$ cat config.mk
export PLATFORM = sky130hd
export DESIGN_NAME = cmst_cell
export DESIGN_NICKNAME = d
export VERILOG_FILES = /design/src/rtl/cmst_pkg.sv /design/src/rtl/cmst_cell.sv
export SDC_FILE = /design/constraint.sdc
export NUM_CORES = 1
export LEC_CHECK = 0
export BUFFER_PORTS_ARGS = -buffer_cell sky130_fd_sc_hd__buf_2
export CORE_AREA = 3 3 76 78
export DETAILED_ROUTE_END_ITERATION = 10
export DIE_AREA = 0 0 79 81
export GPL_TIMING_DRIVEN = 0
export PLACE_DENSITY_LB_ADDON = 0.08
export SETUP_SLACK_MARGIN = 0.05
export SKIP_CTS_REPAIR_TIMING = 1
export SLEW_MARGIN = 20
export SYNTH_ARGS = -nofsm -noshare
export SYNTH_HDL_FRONTEND = slang
export SYNTH_SLANG_ARGS = --single-unit
$ cat constraint.sdc
create_clock -name clock -period 1.7 [get_ports clock]
set_clock_uncertainty 0.2 [all_clocks]
set_input_delay 0.17 -clock clock [delete_from_list [all_inputs] [get_ports clock]]
set_output_delay 0.17 -clock clock [all_outputs]
set_load 0.01 [all_outputs]
$ cat src/rtl/cmst_pkg.sv
// Shared types, codes and default sizes for the counting multiset table.
package cmst_pkg;

   localparam int ENTRIES_DEFAULT    = 64;
   localparam int COUNT_BITS_DEFAULT = 16;

   localparam int KEY_BITS       = 32;
   localparam int AMOUNT_BITS    = 16;
   localparam int KEY_COUNT_BITS = 16;
   localparam int TOTAL_OUT_BITS = 22;

   // operation codes; any other code behaves as a query
   localparam logic [1:0] OP_ADD    = 2'd0;
   localparam logic [1:0] OP_REMOVE = 2'd1;
   localparam logic [1:0] OP_QUERY  = 2'd2;

   // result status codes
   localparam logic [1:0] ST_OK             = 2'd0;
   localparam logic [1:0] ST_REMOVE_ABSENT  = 2'd1;
   localparam logic [1:0] ST_TABLE_FULL     = 2'd2;
   localparam logic [1:0] ST_COUNT_SATURATE = 2'd3;

   typedef struct packed {
      logic [1:0]                 operation;
      logic signed [KEY_BITS-1:0] key;
      logic [AMOUNT_BITS-1:0]     amount;
   } req_word_type;

   typedef struct packed {
      logic                      found;
      logic [KEY_COUNT_BITS-1:0] key_count;
      logic [TOTAL_OUT_BITS-1:0] total_count;
      logic [1:0]                status;
   } rsp_word_type;

   // command broadcast from the controller to every cell of the row
   typedef struct packed {
      logic capture;    // compare the probe key, latch match and free grant
      logic write_hit;  // matching cell loads the new count
      logic write_new;  // granted free cell loads key and count
   } cell_cmd_type;

endpackage

$ cat src/rtl/cmst_cell.sv
// One table slot: key and count storage, key compare and free-slot chain link.
module cmst_cell #(
   parameter int COUNT_BITS = cmst_pkg::COUNT_BITS_DEFAULT
) (
   input  logic                              clock,
   input  logic                              reset,
   input  cmst_pkg::cell_cmd_type            cmd,
   input  logic [cmst_pkg::KEY_BITS-1:0]     probe_key,
   input  logic [cmst_pkg::KEY_BITS-1:0]     wr_key,
   input  logic [COUNT_BITS-1:0]             wr_count,
   input  logic                              free_below,
   output logic                              free_upto,
   output logic                              match,
   output logic                              grant,
   output logic [COUNT_BITS-1:0]             hit_count
);
   import cmst_pkg::*;

   logic [KEY_BITS-1:0]   key_ff;
   logic [COUNT_BITS-1:0] count_ff;
   logic                  match_ff;
   logic                  grant_ff;
   logic                  occupied;
   logic                  load;

   assign occupied  = (count_ff != '0);
   // pass "some free slot at or below here" on to the next cell
   assign free_upto = free_below | ~occupied;
   assign load      = (cmd.write_hit & match_ff) | (cmd.write_new & grant_ff);

   always_ff @(posedge clock) begin
      if (cmd.write_new && grant_ff) begin
         key_ff <= wr_key;
      end
   end

   always_ff @(posedge clock) begin
      if (reset) begin
         count_ff <= '0;
         match_ff <= 1'b0;
         grant_ff <= 1'b0;
      end else begin
         if (cmd.capture) begin
            match_ff <= occupied && (key_ff == probe_key);
            grant_ff <= ~occupied & ~free_below;
         end
         if (load) begin
            count_ff <= wr_count;
         end
      end
   end

   assign match     = match_ff;
   assign grant     = grant_ff;
   assign hit_count = match_ff ? count_ff : '0;

endmodule

==> out/metrics.yaml <==
cts:
  cts-root-buf: "clkbuf_8"
  clk_latency_ps: 290
  cts_buffers: 5
  cts.clk_slew.worst_paths_ps: 90
  htreeDepth: 2
  cts.sinks: 50
  clockBufferDepth: 2
  cts_tree: "built"
pwr:
  p_leak_nw: 1.44
  powerDensity_mw_per_mm2: 731
  peakVddDrop_uv: 578
setup_path:
  arrival_ps: 1480
  slowest_delay_ps: 360
  reg2reg_setup_slack_ps: 180
  r2r_end: "match"
  crit_path_top_delay_cell: "dfxtp_2"
  crit_required_ps: 1330
  crit_path_max_fanout: 3
  reg2regPathDepth: 5
  path_delay_family: "simple AND/OR/NAND/NOR gates"
  startpoint_type: "flip-flop"
  reg2reg_from: "key_ff[29]"
  cp.buffers_inverters: 1
  critPathCaptureType: "output port"
  crit_type: "reg2out"
  worstPathCellList: "nor4_4 > nand4_1 > or2b_1 > buf_2"
sta:
  fin_crit_ps: 1850
  worst_slew_pin_slew_ps: 468
  rsz0062_at_grt: "true"
  period_share: 1.09
  final_hold_viol_count: 1
  maxSlewHeadroom: 0.688
  setup_viol_count_final: 1
  fin_ws_ps: -151
  max_freq_ghz: 0.540
  slew_viol_final: 0
  whs_ps: -7.81
detailed_routing:
  num_vias: 1856
  routed_wl_mm: 5.32
  ant_nets: 0
  post-route-drc-count: 0
  first_iter_violations: 69
  firstDrtPassIters: 4
  wl_per_cell_um: 12.7
  routed_via_density: 4.44
finish:
  diodes: 0
  stdcell_count: 418
  drive_above_1_share: 0.402
  syn2layout_area_growth_pct: 63.7
  nNetsFinal: 433
  final_common_cell: "buf_2"
  layout_common_cells: "buf_2, dlygate4sd3_1, nand2_1, edfxtp_1, xnor2_1"
status:
  violations: "hold timing, setup timing"
  status: "finished with violations"
yosys:
  ys_seq_area_frac: 0.623
  syn_nets: 264
  syn-cell-area_mm2: 0.00212
  synth_top_area_frac: 0.453
  yosysWarningCount: 0
  synth_cell_types: 23
  ys_ff_latch: 50
  syn_avg_cell_area_um2: 11.9
  synth_area_leaders: "edfxtp_1, dfxtp_1, xnor2_1"
  synth_cells: 178
  yosysTopAreaCell: "edfxtp_1"
hold_path:
  hp-start: "free_below"
  hold_depth: 4
  min_path_type: "in2reg"
  min_to: "grant"
global_routing:
  grt_overflow: 0
  antenna_found_initial: 0
  grt_pass1_wl_mm: 6.73
  grt_start_max_net_pins: 35
  grt_pass1_vias: 1548
  grt_use_total: 0.137
floorplan:
  io_pins: 105
  core_area_mm2: 0.00514
  initial_core_util: 0.413
  rows: 26
  die_y_um: 81
  dieArea_mm2: 0.00640
  die_w_um: 79
flow_run:
  maxCapViolCount: 0
placement:
  hpwl_mm: 3.43
  placed_cells: 351
  port_buffers: 103
  gp_congestion: 0.759
[worst reg2reg max path, delay by kind of cell, from the launching register on]
| kind | cells | cell delay (ps) |
|---|---|---|
| simple gates | 3 | 590 |
| flops | 1 | 380 |
| xor+xnor | 1 | 160 |
| compound gates | 1 | 100 |
[power breakdown]
part	total, mW	internal (mW)	switching, mW	leakage [nW]
combinational	0.375	0.237	0.138	0.950
sequential	1.36	1.33	0.0235	0.437
clock	0.807	0.432	0.375	0.0541
total	2.54	2.00	0.536	1.44
[area by class of cell]
type,count,area (um2)
multi-input combinational,122,825
timing repair buffer,161,1070
sequential,50,1330
tap,70,87.6
clock inverter,3,40.0
clock buffer,5,68.8
inverter,1,3.75
fill,421,1670
buffer,6,50.0
[metal layers]
metal | up-vias | wire [um] | GRT usage
met5 | - | 0 | 0
met4 | 0 | 18 | 0.0412
met3 | 2 | 415 | 0.0698
met2 | 68 | 2680 | 0.214
met1 | 829 | 2210 | 0.166
li1 | 957 | - | -
[metrics by stage]
step / utilization / setup slack, ps / cell area [um2] / TNS (ps) / total power [mW]
floorplan: - / 186 / 2120 / 0 / 1.50
global placement: 0.530 / 43.0 / 2730 / 0 / 1.63
detailed placement: 0.530 / 57.2 / 2730 / 0 / 1.63
CTS: 0.552 / -223 / 2840 / -2160 / 2.43
global route: 0.676 / -221 / 3470 / -221 / 2.66
finish: 0.676 / -151 / 3470 / -151 / 2.54
[cell families after synthesis]
family,count (synthesis),synth area share
buf+inv,7,0.0189
flops,50,0.623
simple gates,69,0.164
xor+xnor,32,0.132
compound gates,20,0.0625
[flip-flops by register name (all words and copies together), names as in the netlist]
register,count
count_ff,16
match,1
grant,1
key_ff,32
[cells in the mapped netlist (all sizes together)]
cell type / n
nand2: 33
edfxtp: 32
xnor2: 23
a21oi: 18
dfxtp: 18
and2: 17
xor2: 9
nand4: 8
nor4: 8
buf: 3
clkbuf: 3
a21o: 1
inv: 1
nor2: 1
nor3: 1
o22ai: 1
or2b: 1
[worst max-delay path by stage]
stage | startpoint | endpoint | slack (ps) | cells after the start
after floorplan | grant | count_ff[5] | 190 | 5
after global placement | key_ff[10] | match | 40 | 5
after detailed placement | grant | count_ff[11] | 60 | 5
after CTS | count_ff[15] | free_upto | -220 | 4
after global routing | count_ff[6] | free_upto | -220 | 4
final | count_ff[6] | free_upto | -150 | 4
Note: power is estimated with default switching activity, not from simulation.
